===== config.mk =====
export PLATFORM = sky130hd
export DESIGN_NAME = mlcf_ctrl
export DESIGN_NICKNAME = d
export VERILOG_FILES = /design/src/sv/mlcf_pkg.sv /design/src/sv/mlcf_ctrl.sv
export VERILOG_INCLUDE_DIRS = /design/src /design/src/sv
export SDC_FILE = /design/constraint.sdc
export NUM_CORES = 1
export LEC_CHECK = 0
export BUFFER_PORTS_ARGS = -buffer_cell sky130_fd_sc_hd__buf_2
export CORE_MARGIN = 3
export CORE_UTILIZATION = 45
export CTS_CLUSTER_DIAMETER = 30
export DETAILED_ROUTE_END_ITERATION = 8
export PLACE_DENSITY = 0.71
export SLEW_MARGIN = 20
export SYNTH_ARGS = -nofsm -noshare
export SYNTH_HDL_FRONTEND = slang
export SYNTH_SLANG_ARGS = --single-unit
export TNS_END_PERCENT = 100

===== constraint.sdc =====
create_clock -name clk -period 5.19 [get_ports clk]
set_input_delay 0.7785 -clock clk [delete_from_list [all_inputs] [get_ports clk]]
set_output_delay 0.7785 -clock clk [all_outputs]
set_load 0.02 [all_outputs]

===== src/sv/assert_macros.svh =====
// Assertion macros used by the calibration fit controller.
// Each macro wraps one clocked property, disabled while the active-low reset is low.
`ifndef ASSERT_MACROS_SVH
`define ASSERT_MACROS_SVH

// Same-cycle implication: when ante holds, cons must hold too.
`define ASSERT_IMPL(lbl, clk_s, rstn_s, ante, cons, msg) \
  lbl: assert property (@(posedge clk_s) disable iff (!rstn_s) (ante) |-> (cons)) \
    else $error(msg);

// Next-cycle implication: when ante holds, cons must hold in the next cycle.
`define ASSERT_NEXT(lbl, clk_s, rstn_s, ante, cons, msg) \
  lbl: assert property (@(posedge clk_s) disable iff (!rstn_s) (ante) |=> (cons)) \
    else $error(msg);

`endif


===== src/sv/mlcf_pkg.sv =====
// Package for the multichannel linear calibration fit unit.
// Holds payload structs, command and status codes and controller/datapath structs.
`timescale 1ns / 1ps

package mlcf_pkg;

  localparam int OUT_W     = 48;  // Q24.24 result width
  localparam int FRAC_BITS = 24;
  localparam int CH_W      = 4;   // holds a channel number up to eight

  localparam logic [1:0] CMD_ADD = 2'd0;
  localparam logic [1:0] CMD_DEL = 2'd1;
  localparam logic [1:0] CMD_FIT = 2'd2;

  localparam logic [2:0] ST_ADDED   = 3'd0;
  localparam logic [2:0] ST_DELETED = 3'd1;
  localparam logic [2:0] ST_NODEL   = 3'd2;
  localparam logic [2:0] ST_FIT     = 3'd3;
  localparam logic [2:0] ST_FEW     = 3'd4;
  localparam logic [2:0] ST_FULL    = 3'd5;

  typedef struct packed {
    logic [1:0]         cmd;
    logic signed [23:0] eng_value;
    logic signed [23:0] raw_ch0;
    logic signed [23:0] raw_ch1;
    logic signed [23:0] raw_ch2;
    logic signed [23:0] raw_ch3;
    logic signed [23:0] raw_ch4;
    logic signed [23:0] raw_ch5;
    logic signed [23:0] raw_ch6;
    logic signed [23:0] raw_ch7;
  } in_t;

  typedef struct packed {
    logic [2:0]         status;
    logic [2:0]         channel_index;
    logic               fit_ok;
    logic signed [47:0] slope;
    logic signed [47:0] intercept;
    logic [5:0]         point_count;
    logic               last;
  } out_t;

  typedef enum logic [3:0] {
    OP_NONE   = 4'd0,
    OP_LATCH  = 4'd1,
    OP_SQ     = 4'd2,
    OP_XY     = 4'd3,
    OP_ACC    = 4'd4,
    OP_PT_END = 4'd5,
    OP_CLEAR  = 4'd6,
    OP_MSTART = 4'd7,
    OP_T1     = 4'd8,
    OP_DEN    = 4'd9,
    OP_NUM    = 4'd10,
    OP_DSTART = 4'd11,
    OP_SLOPE  = 4'd12,
    OP_ICPT   = 4'd13
  } dp_op_t;

  // Operand pairs for the serial multiplier, multiplier first.
  typedef enum logic [2:0] {
    MS_N_SXX  = 3'd0,
    MS_SX_SX  = 3'd1,
    MS_N_SXY  = 3'd2,
    MS_SX_SY  = 3'd3,
    MS_SY_SXX = 3'd4,
    MS_SX_SXY = 3'd5
  } mul_sel_t;

  typedef struct packed {
    dp_op_t          op;
    logic            sub;
    logic [CH_W-1:0] ch;
    logic [CH_W-1:0] rd_ch;
    mul_sel_t        msel;
    logic            emit;
    logic [2:0]      est;
    logic            eok;
    logic            elast;
    logic            epc0;
  } dp_cmd_t;

  typedef struct packed {
    logic full;
    logic empty;
    logic few;
    logic den_zero;
    logic mul_busy;
    logic div_busy;
  } dp_sts_t;

endpackage


===== src/sv/mlcf_ctrl.sv =====
// Controller of the calibration fit unit: sequences point updates and fits.
// Depends on mlcf_pkg and assert_macros.svh; drives mlcf_dp by command struct.
`timescale 1ns / 1ps
`include "assert_macros.svh"

module mlcf_ctrl #(
  parameter int CHANNELS = 8
) (
  input  logic              clk,
  input  logic              rst_n,
  input  logic              start,
  input  logic [1:0]        in_cmd,
  input  logic              cfg_we,
  input  logic [7:0]        cfg_wdata,
  input  mlcf_pkg::dp_sts_t sts,
  output mlcf_pkg::dp_cmd_t dp_cmd,
  output logic              busy
);
  import mlcf_pkg::*;

  typedef enum logic [13:0] {
    S_IDLE   = 14'b00000000000001,
    S_RD     = 14'b00000000000010,
    S_SQ     = 14'b00000000000100,
    S_XY     = 14'b00000000001000,
    S_ACC    = 14'b00000000010000,
    S_PTEND  = 14'b00000000100000,
    S_FCH    = 14'b00000001000000,
    S_MSTART = 14'b00000010000000,
    S_MRUN   = 14'b00000100000000,
    S_DCHK   = 14'b00001000000000,
    S_DSTART = 14'b00010000000000,
    S_DRUN   = 14'b00100000000000,
    S_FEMIT  = 14'b01000000000000,
    S_CLR    = 14'b10000000000000
  } state_t;

  state_t          state_r, state_nxt;
  logic [CH_W-1:0] ch_r, ch_nxt;
  logic            del_r, del_nxt;
  logic            ok_r, ok_nxt;
  mul_sel_t        msel_r, msel_nxt;
  logic [7:0]      mask_r;
  logic            last_fit;

  always_ff @(posedge clk) begin
    if (!rst_n) begin
      state_r <= S_IDLE;
      mask_r  <= 8'hFF;
    end else begin
      state_r <= state_nxt;
      if (cfg_we) begin
        mask_r <= cfg_wdata;
      end
    end
    ch_r   <= ch_nxt;
    del_r  <= del_nxt;
    ok_r   <= ok_nxt;
    msel_r <= msel_nxt;
  end

  // A fit result is the last one when no selected channel follows it.
  always_comb begin
    last_fit = 1'b1;
    for (int i = 0; i < CHANNELS; i++) begin
      if ((CH_W'(i) > ch_r) && mask_r[i]) begin
        last_fit = 1'b0;
      end
    end
  end

  always_comb begin
    state_nxt = state_r;
    ch_nxt    = ch_r;
    del_nxt   = del_r;
    ok_nxt    = ok_r;
    msel_nxt  = msel_r;
    dp_cmd    = '0;
    dp_cmd.op    = OP_NONE;
    dp_cmd.msel  = msel_r;
    dp_cmd.sub   = del_r;
    dp_cmd.ch    = ch_r;
    dp_cmd.rd_ch = ch_r;
    case (state_r)
      S_IDLE: begin
        if (start) begin
          ch_nxt    = '0;
          dp_cmd.ch = '0;
          case (in_cmd)
            CMD_ADD: begin
              if (sts.full) begin
                dp_cmd.emit  = 1'b1;
                dp_cmd.est   = ST_FULL;
                dp_cmd.elast = 1'b1;
              end else begin
                dp_cmd.op = OP_LATCH;
                del_nxt   = 1'b0;
                state_nxt = S_SQ;
              end
            end
            CMD_DEL: begin
              if (sts.empty) begin
                dp_cmd.emit  = 1'b1;
                dp_cmd.est   = ST_NODEL;
                dp_cmd.elast = 1'b1;
              end else begin
                del_nxt   = 1'b1;
                state_nxt = S_RD;
              end
            end
            CMD_FIT: begin
              if (sts.few) begin
                dp_cmd.op    = OP_CLEAR;
                dp_cmd.emit  = 1'b1;
                dp_cmd.est   = ST_FEW;
                dp_cmd.elast = 1'b1;
                dp_cmd.epc0  = 1'b1;
              end else begin
                state_nxt = S_FCH;
              end
            end
            default: begin
            end
          endcase
        end
      end
      S_RD: begin
        dp_cmd.rd_ch = '0;
        state_nxt    = S_SQ;
      end
      S_SQ: begin
        dp_cmd.op = OP_SQ;
        state_nxt = S_XY;
      end
      S_XY: begin
        dp_cmd.op = OP_XY;
        state_nxt = S_ACC;
      end
      S_ACC: begin
        dp_cmd.op    = OP_ACC;
        dp_cmd.rd_ch = ch_r + 1'b1;
        if (ch_r == CH_W'(CHANNELS - 1)) begin
          state_nxt = S_PTEND;
        end else begin
          ch_nxt    = ch_r + 1'b1;
          state_nxt = S_SQ;
        end
      end
      S_PTEND: begin
        dp_cmd.op    = OP_PT_END;
        dp_cmd.emit  = 1'b1;
        dp_cmd.est   = del_r ? ST_DELETED : ST_ADDED;
        dp_cmd.elast = 1'b1;
        dp_cmd.ch    = '0;
        state_nxt    = S_IDLE;
      end
      S_FCH: begin
        if (ch_r == CH_W'(CHANNELS)) begin
          state_nxt = S_CLR;
        end else if (!mask_r[ch_r[2:0]]) begin
          ch_nxt = ch_r + 1'b1;
        end else begin
          msel_nxt  = MS_N_SXX;
          state_nxt = S_MSTART;
        end
      end
      S_MSTART: begin
        dp_cmd.op = OP_MSTART;
        state_nxt = S_MRUN;
      end
      S_MRUN: begin
        if (!sts.mul_busy) begin
          case (msel_r)
            MS_N_SXX: begin
              dp_cmd.op = OP_T1;
              msel_nxt  = MS_SX_SX;
              state_nxt = S_MSTART;
            end
            MS_SX_SX: begin
              dp_cmd.op = OP_DEN;
              state_nxt = S_DCHK;
            end
            MS_N_SXY: begin
              dp_cmd.op = OP_T1;
              msel_nxt  = MS_SX_SY;
              state_nxt = S_MSTART;
            end
            MS_SX_SY: begin
              dp_cmd.op = OP_NUM;
              state_nxt = S_DSTART;
            end
            MS_SY_SXX: begin
              dp_cmd.op = OP_T1;
              msel_nxt  = MS_SX_SXY;
              state_nxt = S_MSTART;
            end
            default: begin
              dp_cmd.op = OP_NUM;
              state_nxt = S_DSTART;
            end
          endcase
        end
      end
      S_DCHK: begin
        if (sts.den_zero) begin
          ok_nxt    = 1'b0;
          state_nxt = S_FEMIT;
        end else begin
          msel_nxt  = MS_N_SXY;
          state_nxt = S_MSTART;
        end
      end
      S_DSTART: begin
        dp_cmd.op = OP_DSTART;
        state_nxt = S_DRUN;
      end
      S_DRUN: begin
        if (!sts.div_busy) begin
          if (msel_r == MS_SX_SY) begin
            dp_cmd.op = OP_SLOPE;
            msel_nxt  = MS_SY_SXX;
            state_nxt = S_MSTART;
          end else begin
            dp_cmd.op = OP_ICPT;
            ok_nxt    = 1'b1;
            state_nxt = S_FEMIT;
          end
        end
      end
      S_FEMIT: begin
        dp_cmd.emit  = 1'b1;
        dp_cmd.est   = ST_FIT;
        dp_cmd.eok   = ok_r;
        dp_cmd.elast = last_fit;
        dp_cmd.epc0  = 1'b1;
        ch_nxt       = ch_r + 1'b1;
        state_nxt    = S_FCH;
      end
      S_CLR: begin
        dp_cmd.op = OP_CLEAR;
        state_nxt = S_IDLE;
      end
      default: begin
        state_nxt = S_IDLE;
      end
    endcase
  end

  assign busy = (state_r != S_IDLE);

  `ASSERT_IMPL(a_mul_free, clk, rst_n, dp_cmd.op == OP_MSTART, !sts.mul_busy, "mul restarted while busy")
  `ASSERT_IMPL(a_div_free, clk, rst_n, dp_cmd.op == OP_DSTART, !sts.div_busy, "div restarted while busy")
  `ASSERT_NEXT(a_mul_runs, clk, rst_n, state_r == S_MSTART, sts.mul_busy, "mul did not start")
  `ASSERT_IMPL(a_fit_chan, clk, rst_n, state_r == S_FEMIT, ch_r < CH_W'(CHANNELS), "fit on bad channel")

endmodule


After elaboration in Yosys (flattened, before gate mapping)
Index checks and enable logic that the tools add are counted.
Widths: inputs -> output; s select.
{"block": "totals", "regBits": 31, "elab_cells": 149, "n_memories": 0, "latch_bits": 0, "out_inout_bits": 24, "inputBits": 20, "mem_bits_ro": 0, "ramBits": 0}
{"block": "classes", "muxes": 71, "add_sub_neg": 1, "order_cmp": 9, "reduce_logical": 20, "div": 0, "bitwise": 0, "shift": 0, "n_eq_ne": 42, "multipliers": 0}
{"op": "$pmux 14 s12", "n": 1}
{"op": "$mux 14", "n": 8}
{"op": "$pmux 14 s3", "n": 1}
{"op": "$mux 4", "n": 10}
{"op": "$pmux 4 s10", "n": 1}
{"op": "$mux 13", "n": 2}
{"op": "$ne 2x2->1 const B", "n": 13}
{"op": "$mux 3", "n": 8}
{"op": "$pmux 4 s3", "n": 2}
{"op": "$pmux 11 s2", "n": 1}
{"op": "$mux 1", "n": 21}
{"op": "$gt 3x4->1 const A", "n": 4}
{"op": "$pmux 4 s2", "n": 2}
{"op": "$pmux 4 s4", "n": 1}
{"op": "$reduce_and 8->1", "n": 2}
{"op": "$eq 14x1->1 const B", "n": 1}
{"op": "$eq 14x10->1 const B", "n": 1}
{"op": "$eq 14x11->1 const B", "n": 1}
{"op": "$eq 14x12->1 const B", "n": 1}
{"op": "$eq 14x13->1 const B", "n": 1}
{"op": "$eq 14x14->1 const B", "n": 1}
{"op": "$eq 14x2->1 const B", "n": 1}
{"op": "$eq 14x3->1 const B", "n": 1}
{"op": "$eq 14x4->1 const B", "n": 1}
{"op": "37 further kinds", "n": 57}

Depth between registers and ports, before layout
Gate-level depths: netlist of the first run.
{"block": "depth", "ltp_word": 11, "depth_mapped": 8}

Worst setup path before layout of the first run
OpenSTA, ideal clock, no wires.
{"block": "synth_timing", "kind": "register to output", "start": "register state_r[4]", "end": "output dp_cmd[4] (netlist bit)", "path_stages_with_launch": 7, "path_slack_ns": 2.384, "t_arrival_ns": 2.028, "path_buffers": 2, "required_ns": 4.411, "cell_sequence": "dfxtp_1 -> buf_4 -> nor4_4 -> and4_1 -> nand2_1 -> buf_2 -> o31ai_1"}
{"item": "start: declaration", "line": "mlcf_ctrl.sv:38", "text": "state_t state_r, state_nxt;"}
{"item": "start signal: assignment", "line": "mlcf_ctrl.sv:51", "text": "state_r <= state_nxt;"}
{"item": "end: declaration", "line": "mlcf_ctrl.sv:16", "text": "output mlcf_pkg::dp_cmd_t dp_cmd,"}

==> parameters.txt, run 1 <==
Parameter                              Value

Global routing
  GRT Residual Overflow    0
  Pin count of the biggest net entering global routing    15
  Number of global-route vias before repair    approximately 2,000
  Antenna violations before repair    0
  First-pass GRT wire length    between 9 and 10 mm
  Global router's overall resource usage    between 10% and 20%

Drt
  Highest Signal Layer    met4
  Routed met2 length    ~2.7 mm
  DRC viols    0
  DR WL/cell    ~15 um
  Routed wire length on met3    roughly 360 um
  Initial drt markers    about 180
  Number of vias per cell after detailed routing    around 5.7
  Antenna Violating Nets Remaining    0
  WL final    around 5.7 mm
  TritonRoute pass-1 iters    4
  Post-Route M1 WL    2.52 mm
  Total via count after detailed routing    2,127

Layout
  Count of antenna diodes in the layout    0
  Fill cells    ~440
  Final core area utilization    about 54%
  Post-layout net count    about 330
  Layout Area Growth over Synthesis    15.1%
  Post-route cell area    2600 sq um
  Fraction of layout instances using a drive strength above 1    21.5%

Worst setup path
  Bufs and invs on worst path    1
  Crit path from    state_r[11]$_SDFFE_PN0P_
  Critical Path Slowest Stage Cell    nor4_2
  Arrival time at the worst endpoint    between 2 and 3 ns
  Class of the most critical setup path    reg -> out
  Top delay family on crit path    simple AND/OR/NAND/NOR gates
  Worst-path cell chain    nor4_2 -> and4_1 -> nand2_1 -> o31a_1 -> o21ai_1 -> buf_2
  Worst path required time    4.41 ns
  Highest net fanout along the worst path    12
  Critical path launch point type    flop
  Largest incremental delay on the critical path    0.83 ns
  Reg2Reg Launch Point    state_r[11]$_SDFFE_PN0P_
  Sort of element at the end of the critical path    output port

Clock tree
  Maximum buffer depth of the clock tree    2
  Clock Latency Late Sink    around 0.29 ns
  Clock tree from TritonCTS    yes
  Total number of H-tree levels    2
  Clk sink count    31
  Post-CTS sizing    0
  Number of buffers created by CTS    5
  # hold bufs at CTS    0
  Postcts setup bufs    0
  Clock-pin slew on the worst setup and hold paths    ~0.080 ns
  CTS Root Cell    clkbuf_8

Placed design
  Post-Place Cell Area    roughly 2500 sq um
  Half-perimeter wire length after placement    4.30 mm
  Final Wtd Congestion    0.916
  Number of port buffers    43

Logic synthesis
  Post-synthesis instance area    roughly 2300 sq um
  Average size of a mapped cell    about 8.5 sq um
  Async set-reset flop share out of synthesis    0%
  Seq/Total Area, Yosys    31.5%
  Yosys synthesis warning count    0
  Post-synthesis sequential element count    31
  Netlist cell types    60
  Post-synthesis instance total    approximately 270
  Net count of the mapped netlist    294
  Main flop type after synthesis    dfxtp_1
  Number of enable-type register cells in the synthesized netlist    9

Power
  Leakage    approximately 0.0011 uW
  Worst vdd ir    about 0.18 mV
  Power density over the cells    approximately 360 nW/um^2
  Overall Power    ~920 uW

Run status
  Outcome    complete, no violations

Die
  Die Span Y    76.8 um
  Number of ports placed on the die boundary    44
  Total die area    5900 sq um
  CORE AREA    4790 sq um
  Placement row count    25
  Die extent in x    around 77 um
  Initial cell density of the core    around 47%

Timing
  RSZ-0062 raised after global routing    no
  Final-report max-slew violation count    0
  Clock skew    approximately 0.013 ns
  Fraction of the cycle the final worst path needs    between 60 and 70%
  Min cycle time layout    ~3.6 ns
  Worst slew slack as a fraction of its limit    38.7%
  Worst-Margin Slew    just over 0.9 ns
  Fin. Hold Viols    0
  Maximum clock frequency    ~280 MHz
  Final-report setup violation count    0
  Final-layout setup total negative slack    0 ns
  Tightest hold margin    around 0.49 ns

Job
  Number of max-cap violations    0

Worst hold path
  Hold Path Class    reg -> reg
  Worst min-delay path startpoint    mask_r[0]$_SDFFE_PN1P_
[per-stage QoR]
stage / std cells / worst slack [ns]
2_1_floorplan: 265 / 2.38
3_3_place_gp: 362 / 2.06
3_5_place_dp: 362 / 1.99
4_1_cts: 370 / 1.64
5_1_grt: 370 / 1.36
6_report: 370 / 1.59
[layout make-up]
| class | count | area [sq um] | area share, % |
|---|---|---|---|
| Clock buffer | 7 | 76.3 | 2.94 |
| Clock inverter | 1 | 30.0 | 1.16 |
| Tap cell | 67 | 83.8 | 3.23 |
| Inverter | 19 | 71.3 | 2.74 |
| Timing Repair Buffer | 43 | 215 | 8.28 |
| Sequential cell | 31 | 711 | 27.3 |
| Multi-Input combinational cell | 202 | 1410 | 54.3 |
[state kept, by name (all words and copies together), names as in the netlist]
register  flops
msel_r        3
ok_r          1
del_r         1
mask_r        8
ch_r          4
state_r      14
[per-layer routing]
metal  vias to the layer above  track usage (%)
li1                       1066                -
met1                       980             25.9
met2                        72             32.1
met3                         9             3.99
met4                         0             7.97
met5                         -                0
[worst register-to-register path: stages, from the launching register on]
cell and delay, ns:
dfxtp_1 0.37, nor4_2 0.83, nand4_1 0.51, nor3_1 0.38, nor3_1 0.10, nor3_1 0.38
[synthesized netlist by cell type, types with 2 or more instances]
| cell | count | area share (%) |
|---|---|---|
| o21ai_1 | 5 | 1.1 |
| and4_1 | 4 | 1.6 |
| or3_1 | 3 | 0.83 |
| inv_1 | 18 | 3.0 |
| dfxtp_1 | 22 | 20 |
| mux4_2 | 2 | 2.0 |
| mux2i_1 | 9 | 4.0 |
| buf_2 | 6 | 1.3 |
| o31a_1 | 2 | 0.78 |
| nor4_4 | 3 | 2.8 |
| edfxtp_1 | 9 | 12 |
| a31oi_1 | 4 | 1.1 |
| a21oi_1 | 6 | 1.3 |
| nand4_2 | 2 | 1.1 |
| nor4_1 | 3 | 0.83 |
| ha_1 | 9 | 5.0 |
| nand4_1 | 10 | 2.8 |
| nor4_2 | 2 | 1.1 |
| a221oi_1 | 2 | 0.78 |
| o31ai_1 | 6 | 2.0 |
| nor3b_1 | 3 | 1.0 |
| nand2_1 | 30 | 5.0 |
| clkbuf_1 | 5 | 0.83 |
| o41ai_1 | 2 | 0.78 |
| and3_1 | 5 | 1.4 |
| nand3b_1 | 2 | 0.66 |
| o211ai_1 | 3 | 1.0 |
| o21ai_0 | 10 | 2.2 |
| nand3_1 | 7 | 1.6 |
| xnor2_1 | 2 | 0.78 |
| o21a_1 | 2 | 0.66 |
| nor3_1 | 12 | 2.7 |
| nor4b_1 | 5 | 1.9 |
| nor2b_1 | 2 | 0.55 |
| buf_4 | 2 | 0.66 |
| nand2b_1 | 4 | 1.1 |
| nor2_1 | 19 | 3.2 |
[logic make-up (layout without fill, tap and decap cells)]
family / after synthesis / in the layout / share of synthesized area [%]
compound gates: 55 / 55 / 17.2
buf+inv: 32 / 70 / 5.99
xor+xnor: 3 / 3 / 1.16
mux: 12 / 12 / 6.49
fa+ha+maj: 10 / 10 / 5.43
flops: 31 / 31 / 31.5
simple gates: 122 / 122 / 32.2
[power breakdown]
part           total [uW]  internal (uW)  switching, uW
logic                 351            133            218
clock network         236            144           92.6
registers             337            282           55.0
total                 924            558            366
[path summary, 6_finish.rpt]
kind                            end  slack, ns  cells after the start
max                       dp_cmd[1]       1.59                      6
min          mask_r[0]$_SDFFE_PN1P_       0.49                      2
max reg2reg     msel_r[0]$_DFFE_PP_       2.28                      5
min reg2reg  mask_r[0]$_SDFFE_PN1P_       0.49                      2
[layout by cell type, fill, tap and decap left out, types with 3 or more instances in the layout]
master     n
a21oi_1    6
a31oi_1    4
and3_1     5
and4_1     4
buf_2     43
clkbuf_8   5
dfxtp_1   22
edfxtp_1   9
ha_1       9
inv_1     18
mux2i_1    9
nand2_1   30
nand2b_1   4
nand3_1    7
nand4_1   10
nor2_1    19
nor3_1    12
nor3b_1    3
nor4_1     3
nor4_4     3
nor4b_1    5
o211ai_1   3
o21ai_0   10
o21ai_1    5
o31ai_1    6
or3_1      3
No activity file was read; power rests on OpenSTA's default activity.
==> run 2, diff against run 1 <==
Settings changed: PLACE_DENSITY 0.71 to 0.74.
Clock period 5.19 ns to 3.2 ns, I/O delays scaled along.
==> run 2 against run 1 <==
Non-clock buffer count up 4. Register-to-register slack worse by 1.6 ns. Largest cell class unchanged. Die area unchanged. Global-route usage up 0.84 points. Count of clock-buffer cells in the layout up 1. Critical path depth unchanged. First-iteration DRC count up 32%. Sequential cell count unchanged. Clock power up 44%.
==> parameters.txt, run 2 (synthesized netlist as in run 1, its figures left out) <==
Parameter                              Value

Power
  Internal power    875 uW (+57%)
  Clock power share    23.1% (-2.5 points)
  Overall Power    1480 uW (+60%)
  Worst vdd ir    0.265 mV (+45%)
  Sequential cell fraction of total power    36.9% (+0.5 points)
  Leakage    0.00115 uW (+1.5%)
  Sw power    600 uW (+64%)
  Switching Share    40.7% (+1.1 points)
  Power density over the cells    563 nW/um^2 (+58%)
  Part of the total power dissipated in combinational logic    40.0% (+2.0 points)

Layout
  Most frequent standard cell in the layout excluding fill and tap cells    buf_2
  Most frequent cells in the layout    buf_2 (43), nand2_1 (30), dfxtp_1 (22)
  Count of antenna diodes in the layout    0 (unchanged)
  Layout Area Growth over Synthesis    16.2%
  Registers with the most flip-flops    state_r x14, mask_r x8, ch_r x4
  Flip-flop count of the largest register, all copies and words added    14 (unchanged)
  Most flop-heavy register    state_r
  Fraction of layout instances using a drive strength above 1    22.8% (+1.3 points)
  Post-layout net count    335 (+1.2%)
  Post-route cell area    2620 sq um (+0.92%)

Global routing
  GR Layer Usage met2    35.5% (+3.5 points)
  Global router's overall resource usage    20.7% (+0.84 points)
  First-pass GRT wire length    10.1 mm (+6.2%)
  Pin count of the biggest net entering global routing    15 (unchanged)
  Global-route track usage on met1    25.8% (-0.094 points)
  Most utilized layer in the global route result    met2
  Met3 GRT Util    4.34% (+0.35 points)
  Antenna violations before repair    0 (unchanged)
  Number of global-route vias before repair    2,142 (+6.3%)
  GRT Residual Overflow    0 (unchanged)

Timing
  Final-report max-slew violation count    0 (unchanged)
  Tightest hold margin    0.415 ns (-0.0782 ns)
  Clock skew    0.00853 ns (-0.00492 ns)
  Worst-case setup margin in the final layout    0.200 ns (-1.39 ns)
  Worst-Margin Slew    0.719 ns (-0.193 ns)
  Fraction of the cycle the final worst path needs    a little over nine tenths
  Final-layout setup total negative slack    0 ns (unchanged)
  RSZ-0062 raised after global routing    no
  Worst slew slack as a fraction of its limit    52.1% (+13 points)
  Min cycle time layout    3.00 ns
  Maximum clock frequency    around 330 MHz
  Final-report setup violation count    0 (unchanged)
  Fin. Hold Viols    0 (unchanged)

Placed design
  Pre-CTS worst setup slack    0.536 ns (-1.45 ns)
  Final Wtd Congestion    0.876 (-4.4%)
  Half-perimeter wire length after placement    4.50 mm (+4.6%)
  Post-Place Cell Area    2520 sq um (+1.2%)
  Number of port buffers    43 (unchanged)

Worst setup path
  Worst path required time    2.72 ns (-1.69 ns)
  Reg2Reg Launch Point    state_r[4]$_SDFFE_PN0P_
  Largest incremental delay on the critical path    0.56 ns (-0.27 ns)
  Class of the most critical setup path    reg -> out
  Critical Path Slowest Stage Cell    nor4_4
  Reg-to-reg slack, setup    0.66 ns (-1.62 ns)
  Sort of element at the end of the critical path    output port
  Arrival time at the worst endpoint    2.52 ns (-0.30 ns)
  Worst-path cell chain    nor4_4 -> and4_1 -> nand2_1 -> o31a_1 -> o21ai_1 -> buf_2
  Highest net fanout along the worst path    12 (unchanged)
  Number of cells traversed by the worst register-to-register path    4 (-1)
  Worst reg2reg endpoint    ch_r[2]$_DFFE_PP_
  Critical path launch point type    flop

Clock tree
  Postcts setup bufs    0 (unchanged)
  CTS Root Cell    clkbuf_8
  Clock Latency Late Sink    0.28 ns (about the same)
  Total number of H-tree levels    2 (unchanged)
  Clk sink count    31 (unchanged)
  Post-CTS sizing    0 (unchanged)
  Clock-pin slew on the worst setup and hold paths    0.07 ns (about the same)
  Clock tree from TritonCTS    yes
  # hold bufs at CTS    0 (unchanged)
  Maximum buffer depth of the clock tree    2 (unchanged)
  Number of buffers created by CTS    5 (unchanged)

Drt
  Total via count after detailed routing    2,264 (+6.4%)
  Number of vias per cell after detailed routing    6.05 (+5.3%)
  Antenna Violating Nets Remaining    0 (unchanged)
  Initial drt markers    243 (+32%)
  WL final    5.96 mm (+5.2%)
  DRC viols    0 (unchanged)
  DR WL/cell    15.9 um (+4.0%)
  TritonRoute pass-1 iters    5 (+1)

Worst hold path
  Worst min-delay path startpoint    cfg_wdata[0]
  Hold depth    3 (+1)
  Hold Path Class    in -> reg
  Endpoint of the worst hold-timing path    mask_r[0]$_SDFFE_PN1P_

Run status
  Outcome    complete, no violations

Die
  Initial cell density of the core    47.2% (unchanged)
  Total die area    5900 sq um (unchanged)
  CORE AREA    4790 sq um (unchanged)
  Placement row count    25 (unchanged)
  Die extent in x    76.8 um (unchanged)
  Die Span Y    76.8 um (unchanged)
  Number of ports placed on the die boundary    44 (unchanged)

Job
  Number of max-cap violations    0 (unchanged)
-- run 2: cell types whose count changed in the layout (fill, tap and decap cells not counted), sizes merged --
cell,previous run,this run
buf,43,47
bufinv,1,0
clkbuf,7,8
-- run 2: power by group through the flow --
stage          clock [uW]  sequential [uW]  combinational [uW]
6_report              340              545                 590
3_3_place_gp            0              550                 575
2_1_floorplan           0              507                 456
4_1_cts               344              542                 586
5_1_grt               365              555                 647
3_5_place_dp            0              551                 578
-- run 2: worst max-delay path: cells and delay by family (launching register included) --
kind / cells / cell delay, ns
AO/OA/AOI/OAI: 2 / 0.46
buffers and inverters: 1 / 0.19
flip-flops: 1 / 0.42
AND/OR/NAND/NOR: 3 / 1.16
-- run 2: worst max-delay path by stage --
stage / startpoint / to / slack (ns)
after floorplan: state_r[4]$_SDFFE_PN0P_ / dp_cmd[4] / 0.69
after global placement: state_r[4]$_SDFFE_PN0P_ / dp_cmd[1] / 0.61
after detailed placement: state_r[4]$_SDFFE_PN0P_ / dp_cmd[1] / 0.54
after CTS: state_r[4]$_SDFFE_PN0P_ / dp_cmd[1] / 0.24
after global routing: state_r[4]$_SDFFE_PN0P_ / dp_cmd[1] / 0.05
final: state_r[4]$_SDFFE_PN0P_ / dp_cmd[1] / 0.20
-- run 2: per-stage QoR --
| stage | instances | util (%) |
|---|---|---|
| 2_1_floorplan | 265 | - |
| 3_3_place_gp | 366 | 52.7 |
| 3_5_place_dp | 366 | 52.7 |
| 4_1_cts | 374 | 54.8 |
| 5_1_grt | 374 | 54.8 |
| 6_report | 374 | 54.8 |
-- run 2: area by class of cell --
| class | count | area, sq um |
|---|---|---|
| inverters | 19 | 71.3 |
| clock buffers | 8 | 100 |
| fillers | 459 | 2160 |
| well taps | 67 | 83.8 |
| flip-flops and latches | 31 | 711 |
| multi-input cells | 202 | 1410 |
| repair buffers | 47 | 245 |
-- run 2: routing by layer --
metal | vias to the layer above | share of wire [%]
li1 | 1074 | -
met1 | 1069 | 40
met2 | 110 | 50
met3 | 11 | 7.9
met4 | 0 | 1.8
met5 | - | 0
